===== config.mk =====
export PLATFORM = sky130hd
export DESIGN_NAME = ffb_effect_slot_manager
export DESIGN_NICKNAME = d
export VERILOG_FILES = /design/src/design/ffbm_pkg.sv /design/src/design/ffbm_slot_ram.sv /design/src/design/ffbm_seq.sv /design/src/design/ffb_effect_slot_manager.sv
export VERILOG_INCLUDE_DIRS = /design/src /design/src/design
export SDC_FILE = /design/constraint.sdc
export NUM_CORES = 1
export LEC_CHECK = 0
export ABC_AREA = 1
export BUFFER_PORTS_ARGS = -buffer_cell sky130_fd_sc_hd__clkbuf_2
export CAP_MARGIN = 20
export CORE_AREA = 2 2 312 314
export DETAILED_ROUTE_END_ITERATION = 10
export DIE_AREA = 0 0 314 316
export PLACE_DENSITY = 0.41
export SETUP_SLACK_MARGIN = 0.2
export SLEW_MARGIN = 20
export SYNTH_ARGS = -nofsm -noshare
export SYNTH_HDL_FRONTEND = slang
export SYNTH_SLANG_ARGS = --single-unit

===== constraint.sdc =====
create_clock -name clk -period 9.35 [get_ports clk]
set_input_delay 1.87 -clock clk [delete_from_list [all_inputs] [get_ports clk]]
set_output_delay 1.87 -clock clk [all_outputs]
set_load 0.1 [all_outputs]

===== src/design/assert_macros.svh =====
// assertion macros shared by the effect slot manager rtl
// no dependencies; define ASSERT_OFF to compile the checks away
`ifndef ASSERT_MACROS_SVH
`define ASSERT_MACROS_SVH
`ifndef ASSERT_OFF
// property holds at every edge outside reset
`define FFBM_ASSERT(lbl, clk, rst_n, prop) \
	lbl: assert property (@(posedge clk) disable iff (!rst_n) (prop)) \
		else $error("ffbm assertion failed");
// same-cycle implication
`define FFBM_ASSERT_IMPL(lbl, clk, rst_n, pre, post) \
	lbl: assert property (@(posedge clk) disable iff (!rst_n) (pre) |-> (post)) \
		else $error("ffbm implication failed");
// next-cycle implication
`define FFBM_ASSERT_NEXT(lbl, clk, rst_n, pre, post) \
	lbl: assert property (@(posedge clk) disable iff (!rst_n) (pre) |=> (post)) \
		else $error("ffbm next-cycle check failed");
`else
`define FFBM_ASSERT(lbl, clk, rst_n, prop)
`define FFBM_ASSERT_IMPL(lbl, clk, rst_n, pre, post)
`define FFBM_ASSERT_NEXT(lbl, clk, rst_n, pre, post)
`endif
`endif


===== src/design/ffbm_pkg.sv =====
`timescale 1ns / 1ps
// types and codes of the force-feedback effect slot manager
// used by ffbm_slot_ram, ffbm_seq and ffb_effect_slot_manager
package ffbm_pkg;

	localparam int SLOT_W = 8;

	// request kinds
	localparam logic [2:0] KIND_CREATE = 3'd0;
	localparam logic [2:0] KIND_SETDUR = 3'd1;
	localparam logic [2:0] KIND_OPER   = 3'd2;
	localparam logic [2:0] KIND_FREE   = 3'd3;
	localparam logic [2:0] KIND_CTRL   = 3'd4;
	localparam logic [2:0] KIND_GAIN   = 3'd5;

	// effect operation codes
	localparam logic [7:0] OP_START = 8'h01;
	localparam logic [7:0] OP_SOLO  = 8'h02;
	localparam logic [7:0] OP_STOP  = 8'h03;

	// device control codes
	localparam logic [7:0] CTRL_ENABLE   = 8'h01;
	localparam logic [7:0] CTRL_DISABLE  = 8'h02;
	localparam logic [7:0] CTRL_STOP_ALL = 8'h03;
	localparam logic [7:0] CTRL_RESET    = 8'h04;
	localparam logic [7:0] CTRL_PAUSE    = 8'h05;
	localparam logic [7:0] CTRL_CONTINUE = 8'h06;

	localparam logic [7:0] FREE_ALL      = 8'hFF;
	localparam logic [7:0] LOOP_INFINITE = 8'hFF;

	localparam logic [1:0] FLAG_ALLOC = 2'b01;
	localparam logic [1:0] FLAG_PLAY  = 2'b10;

	typedef struct packed {
		logic [2:0]        kind;
		logic [SLOT_W-1:0] slot_index;
		logic [7:0]        command_code;
		logic [7:0]        loop_count;
		logic [15:0]       duration_value;
		logic [7:0]        gain_value;
	} item_t;

	typedef struct packed {
		logic [7:0]  block_index;
		logic        load_status;
		logic [15:0] pool_available;
		logic        actuators_enabled;
		logic        device_paused;
		logic [7:0]  device_gain;
		logic        slot_playing;
		logic [15:0] slot_duration;
	} res_t;

	// slot store access, one read and one write address per cycle
	typedef struct packed {
		logic              rd_en;
		logic [SLOT_W-1:0] rd_addr;
		logic [SLOT_W-1:0] wr_addr;
		logic              flag_we;
		logic [1:0]        flag_wdata;
		logic              len_we;
		logic [15:0]       len_wdata;
	} ram_req_t;

	typedef struct packed {
		logic [1:0]  flags;
		logic [15:0] len;
	} ram_rsp_t;

endpackage


===== src/design/ffbm_slot_ram.sv =====
`timescale 1ns / 1ps
// slot store: flag and duration memories with registered read data
// depends on ffbm_pkg
module ffbm_slot_ram import ffbm_pkg::*; #(
	parameter int MAX_SLOTS = 15
) (
	input  logic     clk,
	input  ram_req_t req,
	output ram_rsp_t rsp
);

	localparam int SLOT_COUNT = MAX_SLOTS + 1;
	localparam int IDX_W = $clog2(SLOT_COUNT);

	logic [1:0]  flag_mem [SLOT_COUNT];
	logic [15:0] len_mem  [SLOT_COUNT];
	ram_rsp_t    rsp_q;

	always_ff @(posedge clk) begin
		if (req.flag_we) begin
			flag_mem[req.wr_addr[IDX_W-1:0]] <= req.flag_wdata;
		end
		if (req.len_we) begin
			len_mem[req.wr_addr[IDX_W-1:0]] <= req.len_wdata;
		end
	end

	always_ff @(posedge clk) begin
		if (req.rd_en) begin
			rsp_q.flags <= flag_mem[req.rd_addr[IDX_W-1:0]];
			rsp_q.len   <= len_mem[req.rd_addr[IDX_W-1:0]];
		end
	end

	assign rsp = rsp_q;

endmodule


===== src/design/ffbm_seq.sv =====
`timescale 1ns / 1ps
// request sequencer: decodes one request, walks the slot store, builds the status word
// depends on ffbm_pkg, ffbm_slot_ram and assert_macros.svh
`include "assert_macros.svh"
module ffbm_seq import ffbm_pkg::*; #(
	parameter int MAX_SLOTS  = 15,
	parameter int POOL_BYTES = 4096,
	parameter int SLOT_BYTES = 64
) (
	input  logic        clk,
	input  logic        arst_n,
	input  logic        item_valid,
	output logic        item_ready,
	input  item_t       item,
	input  logic [15:0] infinite_duration,
	output logic        res_valid,
	input  logic        res_ready,
	output res_t        res
);

	localparam logic [SLOT_W-1:0] MAX_IDX = SLOT_W'(MAX_SLOTS);
	localparam logic [15:0] POOL16 = 16'(POOL_BYTES);
	localparam logic [15:0] SLOT16 = 16'(SLOT_BYTES);

	typedef enum logic [3:0] {
		S_CLEAR, S_IDLE, S_EXEC, S_SEARCH, S_SEARCH_CHK, S_STOP, S_STOP_LAST,
		S_RMW_RD, S_RMW_WR, S_FETCH, S_REPORT
	} state_t;

	typedef enum logic [1:0] {
		RMW_START, RMW_SETPLAY, RMW_CLRPLAY
	} rmw_t;

	state_t            state_q;
	rmw_t              mode_q;
	logic              init_q;
	item_t             item_q;
	logic [SLOT_W-1:0] hint_q;
	logic [15:0]       pool_q;
	logic [7:0]        last_index_q;
	logic              last_status_q;
	logic              enable_q;
	logic              pause_q;
	logic [7:0]        gain_q;
	logic [SLOT_W-1:0] ptr_q;
	logic [SLOT_W-1:0] wr_ptr_s1;
	logic              wr_vld_s1;

	ram_req_t ram_req;
	ram_rsp_t ram_rsp;

	logic        accept;
	logic        in_range;
	logic [23:0] prod;
	logic [15:0] start_len;
	logic [16:0] pool_up;
	logic [15:0] pool_inc;
	logic [15:0] pool_dec;
	state_t      after_stop;

	ffbm_slot_ram #(
		.MAX_SLOTS(MAX_SLOTS)
	) u_ram (
		.clk(clk),
		.req(ram_req),
		.rsp(ram_rsp)
	);

	assign item_ready = (state_q == S_IDLE);
	assign accept     = item_valid && item_ready;
	assign in_range   = (item_q.slot_index <= MAX_IDX);

	// start: multiply by a nonzero loop count, load the infinite duration, or keep the length
	assign prod = 24'(ram_rsp.len) * 24'(item_q.loop_count);
	always_comb begin
		if (item_q.loop_count == LOOP_INFINITE) begin
			start_len = infinite_duration;
		end else if (item_q.loop_count != 8'd0) begin
			start_len = prod[15:0];
		end else begin
			start_len = ram_rsp.len;
		end
	end

	assign pool_up  = {1'b0, pool_q} + {1'b0, SLOT16};
	assign pool_inc = (pool_up > {1'b0, POOL16}) ? POOL16 : pool_up[15:0];
	assign pool_dec = (pool_q >= SLOT16) ? (pool_q - SLOT16) : 16'd0;

	// solo start sets the playing bit after the stop sweep
	assign after_stop = (item_q.kind == KIND_OPER && in_range) ? S_RMW_RD : S_FETCH;

	always_comb begin
		ram_req = '0;
		case (state_q)
			S_CLEAR: begin
				ram_req.wr_addr = ptr_q;
				ram_req.flag_we = 1'b1;
				ram_req.len_we  = 1'b1;
			end
			S_EXEC: begin
				case (item_q.kind)
					KIND_CREATE: begin
						if (hint_q < MAX_IDX) begin
							ram_req.wr_addr    = hint_q;
							ram_req.flag_we    = 1'b1;
							ram_req.flag_wdata = FLAG_ALLOC;
							ram_req.len_we     = 1'b1;
						end
					end
					KIND_SETDUR: begin
						if (in_range) begin
							ram_req.wr_addr   = item_q.slot_index;
							ram_req.len_we    = 1'b1;
							ram_req.len_wdata = item_q.duration_value;
						end
					end
					KIND_FREE: begin
						if (item_q.slot_index != FREE_ALL && in_range) begin
							ram_req.wr_addr = item_q.slot_index;
							ram_req.flag_we = 1'b1;
						end
					end
					default: begin
					end
				endcase
			end
			S_SEARCH: begin
				ram_req.rd_en   = (hint_q < MAX_IDX);
				ram_req.rd_addr = hint_q;
			end
			S_STOP, S_STOP_LAST: begin
				ram_req.rd_en      = (state_q == S_STOP);
				ram_req.rd_addr    = ptr_q;
				ram_req.wr_addr    = wr_ptr_s1;
				ram_req.flag_we    = wr_vld_s1;
				ram_req.flag_wdata = ram_rsp.flags & FLAG_ALLOC;
			end
			S_RMW_RD: begin
				ram_req.rd_en   = 1'b1;
				ram_req.rd_addr = item_q.slot_index;
			end
			S_RMW_WR: begin
				ram_req.wr_addr = item_q.slot_index;
				ram_req.flag_we = 1'b1;
				case (mode_q)
					RMW_START: begin
						ram_req.flag_wdata = ram_rsp.flags | FLAG_PLAY;
						ram_req.len_we     = 1'b1;
						ram_req.len_wdata  = start_len;
					end
					RMW_SETPLAY: ram_req.flag_wdata = ram_rsp.flags | FLAG_PLAY;
					RMW_CLRPLAY: ram_req.flag_wdata = ram_rsp.flags & FLAG_ALLOC;
					default:     ram_req.flag_wdata = ram_rsp.flags;
				endcase
			end
			S_FETCH: begin
				ram_req.rd_en   = in_range;
				ram_req.rd_addr = item_q.slot_index;
			end
			default: begin
			end
		endcase
	end

	always_ff @(posedge clk) begin
		if (accept) begin
			item_q <= item;
		end
	end

	always_ff @(posedge clk or negedge arst_n) begin
		if (!arst_n) begin
			state_q       <= S_CLEAR;
			mode_q        <= RMW_START;
			init_q        <= 1'b1;
			hint_q        <= SLOT_W'(1);
			pool_q        <= POOL16;
			last_index_q  <= 8'd0;
			last_status_q <= 1'b0;
			enable_q      <= 1'b0;
			pause_q       <= 1'b0;
			gain_q        <= 8'd0;
			ptr_q         <= '0;
			wr_ptr_s1     <= '0;
			wr_vld_s1     <= 1'b0;
		end else begin
			case (state_q)
				S_CLEAR: begin
					if (ptr_q == MAX_IDX) begin
						ptr_q   <= '0;
						hint_q  <= SLOT_W'(1);
						pool_q  <= POOL16;
						init_q  <= 1'b0;
						state_q <= init_q ? S_IDLE : S_FETCH;
					end else begin
						ptr_q <= ptr_q + SLOT_W'(1);
					end
				end
				S_IDLE: begin
					if (accept) begin
						state_q <= S_EXEC;
					end
				end
				S_EXEC: begin
					state_q <= S_FETCH;
					case (item_q.kind)
						KIND_CREATE: begin
							if (hint_q >= MAX_IDX) begin
								last_index_q  <= 8'd0;
								last_status_q <= 1'b1;
							end else begin
								last_index_q  <= hint_q;
								last_status_q <= 1'b0;
								pool_q        <= pool_dec;
								hint_q        <= hint_q + SLOT_W'(1);
								state_q       <= S_SEARCH;
							end
						end
						KIND_OPER: begin
							case (item_q.command_code)
								OP_START: begin
									mode_q <= RMW_START;
									if (in_range) begin
										state_q <= S_RMW_RD;
									end
								end
								OP_SOLO: begin
									mode_q  <= RMW_SETPLAY;
									ptr_q   <= '0;
									state_q <= S_STOP;
								end
								OP_STOP: begin
									mode_q <= RMW_CLRPLAY;
									if (in_range) begin
										state_q <= S_RMW_RD;
									end
								end
								default: begin
								end
							endcase
						end
						KIND_FREE: begin
							if (item_q.slot_index == FREE_ALL) begin
								ptr_q   <= '0;
								state_q <= S_CLEAR;
							end else if (in_range) begin
								pool_q <= pool_inc;
								if (item_q.slot_index < hint_q) begin
									hint_q <= (item_q.slot_index == '0) ? SLOT_W'(1)
										: item_q.slot_index;
								end
							end
						end
						KIND_CTRL: begin
							case (item_q.command_code)
								CTRL_ENABLE:   enable_q <= 1'b1;
								CTRL_DISABLE:  enable_q <= 1'b0;
								CTRL_STOP_ALL: begin
									ptr_q   <= '0;
									state_q <= S_STOP;
								end
								CTRL_RESET: begin
									ptr_q   <= '0;
									state_q <= S_CLEAR;
								end
								CTRL_PAUSE:    pause_q <= 1'b1;
								CTRL_CONTINUE: pause_q <= 1'b0;
								default: begin
								end
							endcase
						end
						KIND_GAIN: gain_q <= item_q.gain_value;
						default: begin
						end
					endcase
				end
				S_SEARCH: begin
					state_q <= (hint_q >= MAX_IDX) ? S_FETCH : S_SEARCH_CHK;
				end
				S_SEARCH_CHK: begin
					if (ram_rsp.flags != 2'b00) begin
						hint_q  <= hint_q + SLOT_W'(1);
						state_q <= S_SEARCH;
					end else begin
						state_q <= S_FETCH;
					end
				end
				S_STOP: begin
					// read slot ptr now, write it back in the next cycle
					wr_ptr_s1 <= ptr_q;
					wr_vld_s1 <= 1'b1;
					if (ptr_q == MAX_IDX) begin
						state_q <= S_STOP_LAST;
					end else begin
						ptr_q <= ptr_q + SLOT_W'(1);
					end
				end
				S_STOP_LAST: begin
					wr_vld_s1 <= 1'b0;
					ptr_q     <= '0;
					state_q   <= after_stop;
				end
				S_RMW_RD: state_q <= S_RMW_WR;
				S_RMW_WR: state_q <= S_FETCH;
				S_FETCH:  state_q <= S_REPORT;
				S_REPORT: begin
					if (res_ready) begin
						state_q <= S_IDLE;
					end
				end
				default: state_q <= S_IDLE;
			endcase
		end
	end

	assign res_valid = (state_q == S_REPORT);

	always_comb begin
		res.block_index       = last_index_q;
		res.load_status       = last_status_q;
		res.pool_available    = pool_q;
		res.actuators_enabled = enable_q;
		res.device_paused     = pause_q;
		res.device_gain       = gain_q;
		res.slot_playing      = in_range ? ram_rsp.flags[1] : 1'b0;
		res.slot_duration     = in_range ? ram_rsp.len : 16'd0;
	end

	`FFBM_ASSERT(a_pool_bound, clk, arst_n, pool_q <= POOL16)
	`FFBM_ASSERT(a_hint_range, clk, arst_n, hint_q != '0 && hint_q <= MAX_IDX)
	`FFBM_ASSERT_IMPL(a_sweep_no_overlap, clk, arst_n, ram_req.rd_en && ram_req.flag_we, ram_req.rd_addr != ram_req.wr_addr)
	`FFBM_ASSERT_NEXT(a_accept_exec, clk, arst_n, accept, state_q == S_EXEC)
	`FFBM_ASSERT_NEXT(a_create_hint, clk, arst_n, state_q == S_EXEC && item_q.kind == KIND_CREATE && hint_q < MAX_IDX, hint_q == $past(hint_q) + SLOT_W'(1))

endmodule


===== src/design/ffb_effect_slot_manager.sv =====
`timescale 1ns / 1ps
// Force-feedback effect slot manager: one request word in, one status word out, one request
// at a time. The free-slot search after a create skips occupied slots. The slot store has a
// single read and a single write port, so some requests walk it once: stop all, solo start,
// free all and reset. After reset a clearing pass runs before the first request is taken. A
// finished status word waits in the output register, and the next request can be accepted
// in the cycle after the word moves there. Depends on ffbm_pkg and ffbm_seq.
module ffb_effect_slot_manager import ffbm_pkg::*; #(
	parameter int MAX_SLOTS  = 15,
	parameter int POOL_BYTES = 4096,
	parameter int SLOT_BYTES = 64
) (
	input  logic        clk,
	input  logic        arst_n,
	input  logic        s_tvalid,
	output logic        s_tready,
	// slot_index, command_code, loop_count, duration_value, gain_value
	input  logic [47:0] s_tdata,
	// kind
	input  logic [2:0]  s_tuser,
	output logic        m_tvalid,
	input  logic        m_tready,
	// block_index, load_status, pool_available, actuators_enabled,
	// device_paused, device_gain, slot_playing, slot_duration, 4 zero bits
	output logic [55:0] m_tdata,
	input  logic        cfg_we,
	input  logic [15:0] cfg_wdata
);

	item_t       item;
	res_t        res;
	logic        res_valid;
	logic        res_ready;
	logic [15:0] inf_dur_q;
	logic        out_valid_q;
	res_t        out_word_q;

	assign item.kind           = s_tuser;
	assign item.slot_index     = s_tdata[7:0];
	assign item.command_code   = s_tdata[15:8];
	assign item.loop_count     = s_tdata[23:16];
	assign item.duration_value = s_tdata[39:24];
	assign item.gain_value     = s_tdata[47:40];

	always_ff @(posedge clk or negedge arst_n) begin
		if (!arst_n) begin
			inf_dur_q <= 16'hFFFF;
		end else if (cfg_we) begin
			inf_dur_q <= cfg_wdata;
		end
	end

	ffbm_seq #(
		.MAX_SLOTS(MAX_SLOTS),
		.POOL_BYTES(POOL_BYTES),
		.SLOT_BYTES(SLOT_BYTES)
	) u_seq (
		.clk(clk),
		.arst_n(arst_n),
		.item_valid(s_tvalid),
		.item_ready(s_tready),
		.item(item),
		.infinite_duration(inf_dur_q),
		.res_valid(res_valid),
		.res_ready(res_ready),
		.res(res)
	);

	// output register, refilled as it drains
	assign res_ready = !out_valid_q || m_tready;

	always_ff @(posedge clk or negedge arst_n) begin
		if (!arst_n) begin
			out_valid_q <= 1'b0;
		end else if (res_ready) begin
			out_valid_q <= res_valid;
		end
	end

	always_ff @(posedge clk) begin
		if (res_valid && res_ready) begin
			out_word_q <= res;
		end
	end

	assign m_tvalid = out_valid_q;
	assign m_tdata  = {4'd0,
		out_word_q.slot_duration,
		out_word_q.slot_playing,
		out_word_q.device_gain,
		out_word_q.device_paused,
		out_word_q.actuators_enabled,
		out_word_q.pool_available,
		out_word_q.load_status,
		out_word_q.block_index};

endmodule


==> reports/qor.csv <==
metric,value,unit
result of the run,completed,
# DRC,0,
worst path required time,9.54,ns
initial antenna violation count,2,
Max-Slew Margin vs Limit,33.8,%
worst setup path class,flop to flop,
"delay-heaviest family, CP",adder cells,
Main synth FF type,edfxtp_1,
Syn Inst Count,2310,
RSZ-0062 raised after global routing,false,
synthesized area per cell,10.3,sq um
Routed Antenna Nets,0,
vias in the first global route,16400,
initial core utilization,24.7,%
measured slew at the worst slew-check pin,0.992,ns
DP HPWL,43300,um
"Core Util, Final",28.6,%
post-DR vias/cell,4.36,
Worst path max stage delay,0.73,ns
share of cells above drive strength 1,12.1,%
"Async S/R FF share, synth",15.5,%
CP max FO,16,
area share of the largest cell type after synthesis,51.0,%
final WL,67100,um
largest cells by area after synthesis,"edfxtp_1 (51%), inv_1 (6.7%), nand2_1 (6.5%)",
"Cell Chain, Critical Path",nand2_1 > fa_1 > inv_1 > fa_1 > fa_1 > inv_1 > fa_1 > inv_1 > ha_1 > a21oi_1 > o21ai_0 > a21oi_1 > xor2_1 > o21ai_0 > o211ai_1 > nand2_1,
FP Rows,114,
CP Capture Type,flop,
Max Cap Viol,0,
root buf cell,clkbuf_16,
drt initial violations,1158,
final setup TNS,0,ns
Core Area,96000,sq um
TritonCTS clock tree,built,
count of final max-slew check failures,0,
TritonRoute pass-1 iters,5,
pin count of the biggest net entering global routing,289,
most frequent cell after synthesis,inv_1,
final setup skew,0.0307,ns
DR WL/cell,18.0,um
Crit path buffers/inverters,3,
pre-CTS WS,4.09,ns
Max Fclk,0.190,GHz
first-pass GRT wire length,101000,um
placer congestion estimate,0.877,
Vias,16300,
number of synthesized flops with an enable pin,403,
final hold vios,0,
Critical Path Source Type,flop,
commonest cells in the netlist,"inv_1 (423), nand2_1 (412), edfxtp_1 (403)",
P&R area growth vs syn,15.7,%
Clock Sink Count,477,
I/O Pins,130,
most frequent CP cell,fa_1,
Die Width,314,um
Die Height,316,um
Buffers on Ports,119,
PnR worst setup slack,4.09,ns
crit path max-delay cell type,edfxtp_1,
Final period util,56.2,%
Worst-path clk slew,0.06,ns
# resized after CTS,0,
"area leader, netlist",edfxtp_1,
Inserted Clock Buffers,52,
Yosys cell types,53,
CTS Hold Bufs,0,
post-synthesis sequential area ratio,58.9,%
"Clk Latency, worst-skew pair",0.62,ns
H-tree levels,2,
# Post-CTS Setup Buffers,0,
die area,99200,sq um
#FFs+latches synth,477,
min cycle time layout,5.26,ns
cell area after synthesis,23700,sq um
gr ovfl total,0,
Clock Tree Buf Depth,3,
Final setup viols,0,
Worst Hold Class,flop to flop,
GR Util All Layers,13.4,%
ANT cells,0,
nets@finish,2578,
CP arrival,5.45,ns
Synthesis Warnings,0,
-- layout by cell type (no fill, tap or decap), types with 3 or more instances in the layout --
cell type,synthesis,routed
clkinv_1,2,9
dfstp_2,19,19
xnor2_1,5,5
a31oi_1,5,5
nand3b_1,4,4
inv_2,7,7
clkbuf_1,54,19
xor2_1,22,22
o21ai_0,138,138
clkbuf_2,0,118
nand2_2,3,3
nor3_2,1,8
nor2_2,7,8
nand4_1,10,10
conb_1,1,10
a32o_1,6,6
bufinv_16,0,3
inv_1,423,423
nor2_4,0,11
nor4_1,5,5
dfrtp_1,55,55
nor3_1,26,19
o211ai_1,83,83
clkinv_2,0,8
a22oi_1,9,9
buf_4,17,24
clkbuf_8,0,4
a21oi_1,125,125
clkbuf_16,0,54
o221ai_1,3,3
edfxtp_1,403,403
mux2_2,16,16
nor2_1,120,108
nand2_1,412,412
fa_1,60,60
nand3_1,165,165
ha_1,37,37
o22ai_1,9,9
-- layout make-up --
| type | count | area, sq um |
|---|---|---|
| fill | 9947 | 68500 |
| sequential | 477 | 14000 |
| multi-input combinational | 1302 | 7810 |
| inverter | 432 | 1620 |
| tap | 1276 | 1600 |
| clock buffer | 77 | 1480 |
| timing repair buffer | 144 | 818 |
| clock inverter | 21 | 188 |
-- sequential cells by signal, summed over array words and instances (netlist names), 2 cells and up --
| name | cells |
|---|---|
| u_seq.u_ram.len_mem | 256 |
| u_seq.item_q | 51 |
| m_tdata | 46 |
| u_seq.u_ram.flag_mem | 32 |
| u_seq.u_ram.rsp | 18 |
| inf_dur_q | 16 |
| u_seq.pool_q | 10 |
| u_seq.gain_q | 8 |
| u_seq.hint_q | 8 |
| u_seq.last_index_q | 8 |
| u_seq.ptr_q | 8 |
| u_seq.state_q | 4 |
| u_seq.wr_ptr_s1 | 4 |
| u_seq.mode_q | 2 |
-- per-stage QoR --
step                instances  hold slack, ns  cell area (sq um)
floorplan                2319           0.419              23800
global placement         3630           0.424              25800
detailed placement       3630           0.427              25800
CTS                      3728           0.443              27500
global route             3729           0.457              27500
finish                   3729           0.442              27500
-- layer usage --
metal	up-vias	global-route usage (%)	wire length (um)
met2	340	22.5	31800
met4	0	3.36	1410
met3	87	2.07	2630
li1	7886	-	-
met5	-	0	0
met1	7949	18.2	31200
-- cell families after synthesis --
logic type      Yosys count  share of synthesized area, %
other cells               1                        0.0158
mux                      16                         0.759
simple gates            759                          13.5
xor+xnor                 27                         0.996
flops                   477                          58.9
compound gates          393                          9.80
buf+inv                 540                          9.05
fa+ha+maj                97                          7.01
-- path summary, 6_finish.rpt --
| path | from | end | slack [ns] | depth (start not counted) |
|---|---|---|---|---|
| worst max-delay path | u_seq.item_q[26] | u_seq.u_ram.len_mem[14][9] | 4.09 | 16 |
| worst max register to register | u_seq.item_q[26] | u_seq.u_ram.len_mem[14][9] | 4.09 | 16 |
| worst min register to register | u_seq.gain_q[4] | m_tdata[31] | 0.44 | 0 |
| max in group asynchronous | arst_n | inf_dur_q[4] | 7.02 | 2 |
| worst min-delay path | u_seq.gain_q[4] | m_tdata[31] | 0.44 | 0 |
| min in group asynchronous | arst_n | u_seq.ptr_q[5] | 1.27 | 1 |
Power is not shown: default switching activity piles up to over one toggle a cycle in this logic, so the estimate is an artifact.
